$ cat config.mk
export PLATFORM = sky130hd
export DESIGN_NAME = compass_heading_atan2_flat
export DESIGN_NICKNAME = d
export VERILOG_FILES = /design/src/rtl/chd_pkg.sv /design/src/rtl/chd_if.sv /design/src/rtl/compass_heading_atan2.sv /design/src/flat_wrapper.sv
export SDC_FILE = /design/constraint.sdc
export NUM_CORES = 1
export LEC_CHECK = 0
export BUFFER_PORTS_ARGS = -buffer_cell sky130_fd_sc_hd__buf_4
export CORE_MARGIN = 3
export CORE_UTILIZATION = 47
export DETAILED_ROUTE_END_ITERATION = 6
export PLACE_DENSITY = 0.69
export SYNTH_ARGS = -nofsm -noshare
export SYNTH_HDL_FRONTEND = slang
export SYNTH_SLANG_ARGS = --single-unit
$ cat constraint.sdc
create_clock -name clk -period 3.35 [get_ports clk]
set_input_delay 0 -clock clk [delete_from_list [all_inputs] [get_ports clk]]
set_output_delay 0 -clock clk [all_outputs]
set_load 0.05 [all_outputs]
$ cat src/rtl/chd_pkg.sv
// Shared types, constants and the arctangent table for the compass heading block.
package chd_pkg;

    // Field and datapath widths fixed by the sample and result formats.
    localparam int AXIS_W    = 16;
    localparam int HEADING_W = 27;
    localparam int ANGLE_W   = 26;
    localparam int VEC_W     = 27;
    localparam int ACC_W     = 35;
    localparam int TAB_W     = 32;
    localparam int TAB_DEPTH = 32;
    localparam int FRAC_BITS = 8;
    localparam int CFG_IDX_W = 2;
    localparam int DECL_W    = 26;

    // Angle constants in 1e-5 degree, accumulator start in 1e-5/256 degree.
    localparam logic [ANGLE_W-1:0] FULL_TURN      = 26'd36000000;
    localparam logic [ANGLE_W-1:0] ANGLE_WEST     = 26'd17999999;
    localparam logic [ANGLE_W-1:0] ANGLE_NORTH    = 26'd8999999;
    localparam logic [ANGLE_W-1:0] ANGLE_SOUTH    = 26'd27000001;
    localparam logic [ACC_W-1:0]   QUARTER_TURN_Z = 35'd2304000000;
    localparam logic [9:0]         DECL_SCALE     = 10'd1000;

    // atan(2^-i) in 1e-5/256 degree, rounded to nearest.
    localparam logic [TAB_W-1:0] ATAN_TAB [TAB_DEPTH] = '{
        32'd1152000000, 32'd680065310, 32'd359327833, 32'd182400419,
        32'd91554160,   32'd45821712,  32'd22916447,  32'd11458923,
        32'd5729549,    32'd2864785,   32'd1432394,   32'd716197,
        32'd358099,     32'd179049,    32'd89525,     32'd44762,
        32'd22381,      32'd11191,     32'd5595,      32'd2798,
        32'd1399,       32'd699,       32'd350,       32'd175,
        32'd87,         32'd44,        32'd22,        32'd11,
        32'd5,          32'd3,         32'd1,         32'd1
    };

    // Configuration register indexes.
    typedef enum logic [CFG_IDX_W-1:0] {
        REG_X_OFFSET    = 2'd0,
        REG_Y_OFFSET    = 2'd1,
        REG_DECLINATION = 2'd2
    } cfg_reg_t;

    // How the final angle is formed: by the CORDIC or by an axis shortcut.
    typedef enum logic [2:0] {
        ANG_CORDIC = 3'd0,
        ANG_ZERO   = 3'd1,
        ANG_WEST   = 3'd2,
        ANG_NORTH  = 3'd3,
        ANG_SOUTH  = 3'd4
    } ang_code_t;

endpackage

$ cat src/rtl/chd_if.sv
// Valid/ready channel interfaces for magnetometer samples and heading results.
interface chd_in_if;
    logic                                 valid;
    logic                                 ready;
    logic signed [chd_pkg::AXIS_W-1:0]    x_raw;
    logic signed [chd_pkg::AXIS_W-1:0]    y_raw;

    modport source (output valid, output x_raw, output y_raw, input ready);
    modport sink   (input valid, input x_raw, input y_raw, output ready);
endinterface

interface chd_out_if;
    logic                              valid;
    logic                              ready;
    logic [chd_pkg::HEADING_W-1:0]     heading;

    modport source (output valid, output heading, input ready);
    modport sink   (input valid, input heading, output ready);
endinterface

$ cat src/rtl/compass_heading_atan2.sv
// Compass heading: one sample transaction per clock unless the result is stalled.
// Samples pass through the CORDIC pipeline, which spends one register stage on
// each vectoring iteration, plus one stage for offset correction and quadrant
// pre-rotation, one for scaling and wrapping the angle, and the output register
// that adds the declination. Each stage holds only while its successor is full
// and stalled, so bubbles are squeezed out and the input stays ready while a
// finished heading waits, until all CORDIC_STEPS + 3 stages are full. Configuration
// writes take effect at once and are meant for idle periods.
module compass_heading_atan2 #(
    parameter int CORDIC_STEPS = 24
) (
    input  logic                            clk,
    input  logic                            rst_n,
    chd_in_if.sink                          sample,
    chd_out_if.source                       result,
    input  logic                            wr_en,
    input  logic [chd_pkg::CFG_IDX_W-1:0]   wr_index,
    input  logic [chd_pkg::AXIS_W-1:0]      wr_data
);

    localparam int NST    = CORDIC_STEPS + 3;
    localparam int ST_ANG = CORDIC_STEPS + 1;
    localparam int ST_OUT = CORDIC_STEPS + 2;
    localparam int VW     = chd_pkg::VEC_W;
    localparam int ZW     = chd_pkg::ACC_W;

    // Configuration registers; declination is kept already scaled by 1000.
    logic [chd_pkg::AXIS_W-1:0] x_offset_reg;
    logic [chd_pkg::AXIS_W-1:0] y_offset_reg;
    logic [chd_pkg::DECL_W-1:0] decl_scaled_reg;

    // Pipeline valid bits and per-stage advance enables.
    logic [NST-1:0] valid_reg;
    logic [NST-1:0] stage_en;

    // CORDIC vector, accumulator and angle code per stage.
    logic signed [VW-1:0]   x_reg    [CORDIC_STEPS+1];
    logic signed [VW-1:0]   y_reg    [CORDIC_STEPS+1];
    logic signed [ZW-1:0]   z_reg    [CORDIC_STEPS+1];
    chd_pkg::ang_code_t     code_reg [CORDIC_STEPS+1];
    logic signed [VW-1:0]   x_next   [CORDIC_STEPS+1];
    logic signed [VW-1:0]   y_next   [CORDIC_STEPS+1];
    logic signed [ZW-1:0]   z_next   [CORDIC_STEPS+1];
    logic signed [VW-1:0]   x0_next;
    logic signed [VW-1:0]   y0_next;
    logic signed [ZW-1:0]   z0_next;
    chd_pkg::ang_code_t     code_next;

    logic [chd_pkg::ANGLE_W-1:0]   angle_reg;
    logic [chd_pkg::ANGLE_W-1:0]   angle_next;
    logic [chd_pkg::HEADING_W-1:0] heading_reg;
    logic [chd_pkg::HEADING_W-1:0] heading_next;

    // Configuration writes; unknown indexes are ignored.
    always_ff @(posedge clk or negedge rst_n)
    begin
        if (!rst_n)
        begin
            x_offset_reg    <= '0;
            y_offset_reg    <= '0;
            decl_scaled_reg <= '0;
        end
        else if (wr_en)
        begin
            case (chd_pkg::cfg_reg_t'(wr_index))
                chd_pkg::REG_X_OFFSET:    x_offset_reg <= wr_data;
                chd_pkg::REG_Y_OFFSET:    y_offset_reg <= wr_data;
                chd_pkg::REG_DECLINATION:
                    decl_scaled_reg <= chd_pkg::DECL_W'(wr_data) *
                                       chd_pkg::DECL_W'(chd_pkg::DECL_SCALE);
                default: ;
            endcase
        end
    end

    // A stage advances when it is empty or when the stage after it advances.
    always_comb
    begin
        stage_en[NST-1] = !valid_reg[NST-1] || result.ready;
        for (int k = NST - 2; k >= 0; k--)
        begin
            stage_en[k] = !valid_reg[k] || stage_en[k+1];
        end
    end

    assign sample.ready = stage_en[0];
    assign result.valid = valid_reg[ST_OUT];
    assign result.heading = heading_reg;

    always_ff @(posedge clk or negedge rst_n)
    begin
        if (!rst_n)
        begin
            valid_reg <= '0;
        end
        else
        begin
            if (stage_en[0])
            begin
                valid_reg[0] <= sample.valid;
            end
            for (int k = 1; k < NST; k++)
            begin
                if (stage_en[k])
                begin
                    valid_reg[k] <= valid_reg[k-1];
                end
            end
        end
    end

    // Entry stage: offset correction, axis shortcuts and quadrant pre-rotation.
    always_comb
    begin
        logic signed [chd_pkg::AXIS_W-1:0] xs;
        logic signed [chd_pkg::AXIS_W-1:0] ys;
        logic signed [VW-1:0]              xw;
        logic signed [VW-1:0]              yw;

        xs = signed'(chd_pkg::AXIS_W'(sample.x_raw + x_offset_reg));
        ys = signed'(chd_pkg::AXIS_W'(sample.y_raw + y_offset_reg));
        xw = {{(VW - chd_pkg::AXIS_W - chd_pkg::FRAC_BITS){xs[chd_pkg::AXIS_W-1]}},
              xs, {chd_pkg::FRAC_BITS{1'b0}}};
        yw = {{(VW - chd_pkg::AXIS_W - chd_pkg::FRAC_BITS){ys[chd_pkg::AXIS_W-1]}},
              ys, {chd_pkg::FRAC_BITS{1'b0}}};

        if (ys == '0)
        begin
            code_next = (xs < 0) ? chd_pkg::ANG_WEST : chd_pkg::ANG_ZERO;
        end
        else if (xs == '0)
        begin
            code_next = (ys > 0) ? chd_pkg::ANG_NORTH : chd_pkg::ANG_SOUTH;
        end
        else
        begin
            code_next = chd_pkg::ANG_CORDIC;
        end

        // Left half plane: turn by a quarter so the iterations converge.
        if (xw < 0)
        begin
            if (yw >= 0)
            begin
                x0_next = yw;
                y0_next = -xw;
                z0_next = signed'(chd_pkg::QUARTER_TURN_Z);
            end
            else
            begin
                x0_next = -yw;
                y0_next = xw;
                z0_next = -signed'(chd_pkg::QUARTER_TURN_Z);
            end
        end
        else
        begin
            x0_next = xw;
            y0_next = yw;
            z0_next = '0;
        end
    end

    // One vectoring iteration per stage, shift and table entry fixed per stage.
    always_comb
    begin
        logic signed [ZW-1:0] t;
        x_next[0] = x0_next;
        y_next[0] = y0_next;
        z_next[0] = z0_next;
        for (int k = 0; k < CORDIC_STEPS; k++)
        begin
            t = signed'(ZW'(chd_pkg::ATAN_TAB[5'(k)]));
            if (y_reg[k] >= 0)
            begin
                x_next[k+1] = x_reg[k] + (y_reg[k] >>> k);
                y_next[k+1] = y_reg[k] - (x_reg[k] >>> k);
                z_next[k+1] = z_reg[k] + t;
            end
            else
            begin
                x_next[k+1] = x_reg[k] - (y_reg[k] >>> k);
                y_next[k+1] = y_reg[k] + (x_reg[k] >>> k);
                z_next[k+1] = z_reg[k] - t;
            end
        end
    end

    // Angle stage: drop the fraction toward zero, wrap negatives, apply shortcuts.
    always_comb
    begin
        logic [ZW-1:0]                z_abs;
        logic [chd_pkg::ANGLE_W-1:0]  q_mag;
        logic                         z_neg;

        z_neg = z_reg[CORDIC_STEPS][ZW-1];
        z_abs = z_neg ? ZW'(-z_reg[CORDIC_STEPS]) : ZW'(z_reg[CORDIC_STEPS]);
        q_mag = chd_pkg::ANGLE_W'(z_abs >> chd_pkg::FRAC_BITS);

        case (code_reg[CORDIC_STEPS])
            chd_pkg::ANG_CORDIC:
            begin
                if (z_neg && (q_mag != '0))
                begin
                    angle_next = chd_pkg::FULL_TURN - q_mag;
                end
                else
                begin
                    angle_next = q_mag;
                end
            end
            chd_pkg::ANG_WEST:  angle_next = chd_pkg::ANGLE_WEST;
            chd_pkg::ANG_NORTH: angle_next = chd_pkg::ANGLE_NORTH;
            chd_pkg::ANG_SOUTH: angle_next = chd_pkg::ANGLE_SOUTH;
            default:            angle_next = '0;
        endcase
    end

    // Output stage: add the scaled declination.
    assign heading_next = chd_pkg::HEADING_W'(angle_reg) +
                          chd_pkg::HEADING_W'(decl_scaled_reg);

    // Payload registers follow their stage enables.
    always_ff @(posedge clk)
    begin
        for (int k = 0; k <= CORDIC_STEPS; k++)
        begin
            if (stage_en[k])
            begin
                x_reg[k] <= x_next[k];
                y_reg[k] <= y_next[k];
                z_reg[k] <= z_next[k];
            end
        end
        if (stage_en[0])
        begin
            code_reg[0] <= code_next;
        end
        for (int k = 1; k <= CORDIC_STEPS; k++)
        begin
            if (stage_en[k])
            begin
                code_reg[k] <= code_reg[k-1];
            end
        end
        if (stage_en[ST_ANG])
        begin
            angle_reg <= angle_next;
        end
        if (stage_en[ST_OUT])
        begin
            heading_reg <= heading_next;
        end
    end

endmodule

$ cat src/flat_wrapper.sv
// flat-port wrapper written by rule: the top's interface ports become plain ports
module compass_heading_atan2_flat 
#(
    parameter int CORDIC_STEPS = 24
)
  (clk, rst_n, wr_en, wr_index, wr_data, sample_valid, sample_x_raw, sample_y_raw, sample_ready, result_valid, result_heading, result_ready);
  chd_in_if sample_i ();
  chd_out_if result_i ();
  input  logic clk;
  input  logic rst_n;
  input  logic wr_en;
  input  logic [chd_pkg::CFG_IDX_W-1:0] wr_index;
  input  logic [chd_pkg::AXIS_W-1:0] wr_data;
  input wire logic [$bits(sample_i.valid)-1:0] sample_valid;
  input wire logic [$bits(sample_i.x_raw)-1:0] sample_x_raw;
  input wire logic [$bits(sample_i.y_raw)-1:0] sample_y_raw;
  output wire logic [$bits(sample_i.ready)-1:0] sample_ready;
  output wire logic [$bits(result_i.valid)-1:0] result_valid;
  output wire logic [$bits(result_i.heading)-1:0] result_heading;
  input wire logic [$bits(result_i.ready)-1:0] result_ready;
  assign sample_i.valid = sample_valid;
  assign sample_i.x_raw = sample_x_raw;
  assign sample_i.y_raw = sample_y_raw;
  assign sample_ready = sample_i.ready;
  assign result_valid = result_i.valid;
  assign result_heading = result_i.heading;
  assign result_i.ready = result_ready;
  compass_heading_atan2 #(.CORDIC_STEPS(CORDIC_STEPS)) u_core (.clk(clk), .rst_n(rst_n), .sample(sample_i), .result(result_i), .wr_en(wr_en), .wr_index(wr_index), .wr_data(wr_data));
endmodule
==> metrics.yaml, run 1 <==
outcome:
  status: "complete, but fails checks"
  violations: "negative setup slack"
clock_tree:
  clkSlewWorstSetupHoldPaths_ns: 0.07
  clk_latency_ns: 0.43
  cts_buffer_depth: 2
  cts-root-buf: "clkbuf_16"
  clock_sinks: 188
  cts_buffers: 17
  htree_levels: 4
  cts_tree: "built"
critical_path:
  required_ns: 3.65
  cp_cell_sequence: "buf_4 > fa_2 > fa_2 > fa_1 > fa_2 > ha_4 > a2111oi_4 > a22oi_1 > a21oi_2 > o211ai_1 > a31o_2 > a21oi_2 > xor2_1 > o21ai_1"
  path_class: "in2reg"
  path_common_cell: "fa_2"
  slowest_delay_ns: 0.55
  critPathArrivalTime_ns: 3.76
  crit_path_end_kind: "flip-flop"
  cp_max_fo: 5
  critPathSlowestCell: "fa_2"
  worstSetupStartpointType: "input port"
flow_run:
  maxCapViolCount: 0
finish:
  area_delta_synth_final_pct: 24.1
  nets: 1306
  final_cell_mix: "157 x buf_4, 106 x edfxtp_1, 94 x ha_1"
  drive_above_1_share_pct: 26.6
  largest_reg_flops: 75
  nFillCells: 1921
  antenna_cells: 0
  final_common_cell: "buf_4"
  layout.cells.non_filler: 1420
global_routing:
  grt_max_degree: 61
  grt_pass1_vias: 7668
  grt_overflow: 0
  antenna_found_initial: 0
  grt_pass1_wl_um: 37300
  track_usage_pct: 17.9
routing:
  via_count: 7440
  ant_nets: 0
  drtIter0Drc: 348
  wl_um: 22300
  routedWlPerCell_um: 15.7
  dr.pass1.iters: 4
  routed_via_density: 5.24
  drc_errors: 0
logic_synthesis:
  avgSynthCellArea_um2: 12.3
  yosys.cell_types.count: 78
  synth_ff_type: "edfxtp_1"
  syn_nets: 1117
  yosysWarnings: 0
  synthTopCellsByArea: "edfxtp_1 28%, dfrtp_1 18%, ha_1 11%"
  muxShareOfSynthArea_pct: 3.61
  postSynthCellCount: 905
  synth.largest_area_cell: "edfxtp_1"
  yosysTopAreaCellShare_pct: 28.5
  yosys.area_share.simple_pct: 9.90
  synth_compound_area_share_pct: 11.9
  synth_top_family_by_area: "adder cells"
  synthArstFlopShare_pct: 43.6
  synth_edf_count: 106
  synth_area_um2: 11200
  synth-seq-area-share_pct: 46.8
  synthXorXnorAreaFrac_pct: 4.06
  synth_fa_ha_area_share_pct: 21.4
  synth_seq_cells: 188
sta:
  drv_slew: 0
  fin_crit_ns: 3.46
  clock_skew_ns: 0.0105
  tightest_slew_ns: 1.06
  relSlewSlack_pct: 29.2
  holdWs_ns: 0.0202
  fin_crit_sh_pct: 103
  rsz0062_at_grt: "true"
  timing.final.ws_setup_ns: -0.109
  setup_viol: 4
  fmax_mhz: 289
  finalHoldViolCount: 0
place:
  gp_congestion: 0.864
  dp_cells: 1366
  dp_hpwl_um: 17000
  port_buffers: 83
  pre_cts_ws_ns: -0.624
floorplanning:
  pin_count: 84
  start_util_pct: 48.6
  dieHeight_um: 160
  die_area_um2: 25700
  row_count: 55
  core_um2: 23000
  fp.dieW_um: 160
power:
  pwr_density_cell_nw_per_um2: 843
  vdd_ir_drop_max_uv: 515
  p_leak_nw: 6.12
  total_power_mw: 11.7
hold_path:
  hp-class: "in2reg"
==> power breakdown <==
group          total [mW]  internal, mW  switching (mW)
logic                6.24          2.96            3.28
clock network        2.14          1.17           0.965
registers            3.31          3.05           0.269
==> metal layers <==
layer	routed length (µm)	vias to the layer above	track usage [%]
met5	0	-	0
met4	350	0	4.81
met3	794	26	3.09
met2	10600	142	29.7
met1	10500	3578	24.5
li1	-	3694	-
==> cells by family after synthesis <==
| logic type | Yosys count |
|---|---|
| adder cells (fa/ha/maj) | 157 |
| XOR/XNOR | 51 |
| AND/OR/NAND/NOR | 209 |
| AO/OA/AOI/OAI | 197 |
| flip-flops | 188 |
| multiplexers | 36 |
| buffers and inverters | 67 |
==> cells in the mapped netlist, types with 3 or more instances <==
library cell / n
inv_1: 57
o21ai_0: 49
mux2_2: 34
nor2b_1: 6
xnor2_1: 26
a31oi_1: 6
or2_2: 10
o31ai_1: 6
nand4_1: 4
o21a_1: 6
o211ai_1: 5
ha_1: 100
nand3b_1: 5
a211oi_1: 9
o21ai_1: 5
and3_1: 4
edfxtp_1: 106
nand2_1: 55
nor4_1: 6
dfrtp_1: 82
nor2_1: 27
o21bai_1: 10
nand3_1: 21
fa_1: 57
or3_1: 6
clkbuf_1: 7
nand2b_1: 29
nor3b_1: 4
a21oi_1: 40
xor2_1: 24
and2_1: 8
a21o_1: 15
a211o_1: 3
a22o_1: 3
a41oi_1: 3
nor3_1: 12
a22oi_1: 3
==> stage by stage <==
stage / setup TNS [ns] / utilization [%] / cell area [µm²]
6_report: -0.324 / 60.3 / 13900
5_1_grt: -1.32 / 60.3 / 13900
4_1_cts: -0.218 / 59.8 / 13700
3_5_place_dp: -5.54 / 55.8 / 12800
3_3_place_gp: -4.79 / 55.8 / 12800
2_1_floorplan: -1.16 / - / 11300
==> final timing paths <==
path                                             start                         end  slack (ns)  cells after the start
worst max-delay path                        wr_data[5]  u_core.decl_scaled_reg[21]       -0.11                     14
worst min-delay path                        wr_data[6]      u_core.x_offset_reg[6]        0.02                      3
worst max register to register  u_core.y_offset_reg[0]       u_core.code_reg[0][1]        0.21                     12
worst min register to register  u_core.code_reg[0][36]      u_core.code_reg[0][39]        0.42                      0
max in group asynchronous                        rst_n  u_core.decl_scaled_reg[10]        2.33                      3
min in group asynchronous                        rst_n         u_core.valid_reg[5]        0.19                      2
==> critical path: cells and delay by family <==
| family | cells | cell delay (ns) |
|---|---|---|
| fa+ha+maj | 5 | 2.19 |
| buf+inv | 1 | 0.16 |
| xor+xnor | 1 | 0.15 |
| compound gates | 7 | 1.27 |
==> repair_timing <==
| action | CTS | global route |
|---|---|---|
| pin swaps | 7 | 15 |
| hold endpoints to repair | 78 | 1 |
| setup buffers | 4 | 3 |
| gates resized for setup | 16 | 26 |
| endpoints found under the setup margin | 5 | 14 |
| hold buffers | 14 | 1 |
==> layout make-up <==
class / instances / area, µm² / share of cell area (%)
Tap cell: 313 / 392 / 2.82
Clock inverter: 14 / 194 / 1.40
Clock buffer: 18 / 439 / 3.17
Multi-Input combinational cell: 650 / 5960 / 43.0
Sequential cell: 188 / 5240 / 37.8
Inverter: 57 / 214 / 1.54
Timing Repair Buffer: 180 / 1430 / 10.3
Power figures use the tool's default switching activity.
==> run 2, diff against run 1 <==
SKIP_CTS_REPAIR_TIMING = 1   (was not set)
==> run 2 against run 1 <==
  * Count of clock-buffer cells in the layout unchanged
  * Total power decreased by 0.72%
  * Clock skew about the same
  * Non-clock buffer count decreased by 6
  * Highest routed layer unchanged
  * First-iteration DRC count decreased by 2.6%
  * Critical path depth increased by 1
  * Sequential share of layout area increased by 0.16 points
  * The flow finishes with violations (negative hold slack, negative setup slack)
  * Final cell count decreased by 0.42%
  * Routed wire length decreased by 0.49%
  * Core utilization decreased by 0.26 points
  * Critical path type unchanged
==> metrics.yaml, run 2 (synthesis results as in run 1) <==
floorplanning:
  fp.dieW_um: 160
  die_area_um2: 25700
  start_util_pct: 48.6
  row_count: 55
  core_um2: 23000
  dieHeight_um: 160
  pin_count: 84
global_routing:
  grt_pass1_vias: 7573
  grt_overflow: 0
  antenna_found_initial: 0
  grt_pass1_wl_um: 36800
  grt_max_degree: 61
  track_usage_pct: 17.6
routing:
  routedWlPerCell_um: 15.7
  drc_errors: 0
  via_count: 7418
  drtIter0Drc: 339
  wl_um: 22200
  routed_via_density: 5.25
  ant_nets: 0
  dr.pass1.iters: 4
clock_tree:
  cts-root-buf: "clkbuf_16"
  cts_buffers: 17
  cts_tree: "built"
  clkSlewWorstSetupHoldPaths_ns: 0.07
  htree_levels: 4
  clk_latency_ns: 0.43
  clock_sinks: 188
  cts_buffer_depth: 2
finish:
  design_area_um2: 13800
  final_cell_mix: "153 x buf_4, 106 x edfxtp_1, 95 x ha_1"
  largest_reg_flops: 75
  area_delta_synth_final_pct: 23.6
  nets: 1300
  drive_above_1_share_pct: 26.3
  antenna_cells: 0
  final_common_cell: "buf_4"
place:
  port_buffers: 83
  gp_congestion: 0.864
  dp_hpwl_um: 17000
  placed_cell_area_um2: 12800
sta:
  tightest_slew_ns: 1.06
  relSlewSlack_pct: 29.3
  holdWs_ns: -0.00707
  drv_slew: 0
  finalHoldViolCount: 1
  fin_crit_ns: 3.49
  setup_viol: 5
  rsz0062_at_grt: "true"
  clock_skew_ns: 0.0106
  fin_crit_sh_pct: 104
  fmax_mhz: 287
  timing.final.ws_setup_ns: -0.140
critical_path:
  regToRegStartpoint: "u_core.y_offset_reg[0]"
  path_class: "in2reg"
  critPathArrivalTime_ns: 3.79
  critPathSlowestCell: "fa_1"
  worstSetupStartpointType: "input port"
  required_ns: 3.65
  cp_cell_sequence: "buf_4 > buf_4 > ha_1 > fa_1 > fa_1 > fa_1 > ha_4 > o211ai_1 > nand2_1 > a41oi_2 > o21ai_2 > o41a_1 > a31oi_1 > xor2_1 > o21ai_1"
  path_common_cell: "fa_1"
  cp_max_fo: 6
  r2r-end: "u_core.code_reg[0][1]"
  slowest_delay_ns: 0.58
  crit_path_end_kind: "flip-flop"
  r2r_slack_ns: 0.22
  ff2ff_path_depth: 12
power:
  vdd_ir_drop_max_uv: 508
  p_leak_nw: 6.09
  pwr_density_cell_nw_per_um2: 841
flow_run:
  maxCapViolCount: 0
hold_path:
  hp-class: "in2reg"
  hold_end: "u_core.y_offset_reg[14]"
  holdCritStartpoint: "wr_data[14]"
  min_path_cells: 4
outcome:
  violations: "negative hold slack, negative setup slack"
  status: "complete, but fails checks"
==> run 2: routing by layer <==
layer,global-route usage (%),share of wire [%]
met5,0,0
met4,4.77,1.4
met3,3.24,3.8
met2,29.1,48
met1,24.2,47
==> run 2: cell type report <==
type,instances,area [µm²]
clock inverter,14,194
inverter,57,214
clock buffer,18,439
timing repair buffer,174,1380
multi-input combinational,650,5950
fill,1931,9180
tap,313,392
sequential,188,5240
==> run 2: worst max-delay path by stage <==
stage / startpoint / endpoint / slack [ns]
final: wr_data[6] / u_core.decl_scaled_reg[24] / -0.14
after global routing: wr_data[4] / u_core.decl_scaled_reg[24] / -0.29
after CTS: wr_data[0] / u_core.decl_scaled_reg[24] / -0.15
after detailed placement: wr_data[4] / u_core.decl_scaled_reg[24] / -0.62
after global placement: wr_data[6] / u_core.decl_scaled_reg[24] / -0.55
after floorplan: wr_data[0] / u_core.decl_scaled_reg[24] / -0.35
==> run 2: power by group <==
part / switching [mW] / leakage [nW] / internal, mW / total (mW)
clock: 0.963 / 0.308 / 1.17 / 2.13
combinational: 3.26 / 3.59 / 2.90 / 6.16
sequential: 0.267 / 2.19 / 3.05 / 3.31
==> run 2: metrics by stage <==
stage | TNS, ns | setup slack, ns | std cells | util, % | total power [mW]
final | -0.396 | -0.140 | 1414 | 60.1 | 11.6
after global routing | -1.44 | -0.289 | 1414 | 60.1 | 12.5
after CTS | -0.575 | -0.155 | 1398 | 58.6 | 11.3
after detailed placement | -5.54 | -0.624 | 1366 | 55.8 | 9.11
after global placement | -4.79 | -0.549 | 1366 | 55.8 | 9.01
after floorplan | -1.16 | -0.347 | 905 | - | 7.44
==> run 2: worst max-delay path, delay by kind of cell <==
kind,cells,cell delay (ns)
and+or+nand+nor,1,0.11
adders and majority gates,5,2.10
xor gates and xnor gates,1,0.16
AOI/OAI and AO/OA,6,1.09
buffers and inverters,2,0.32
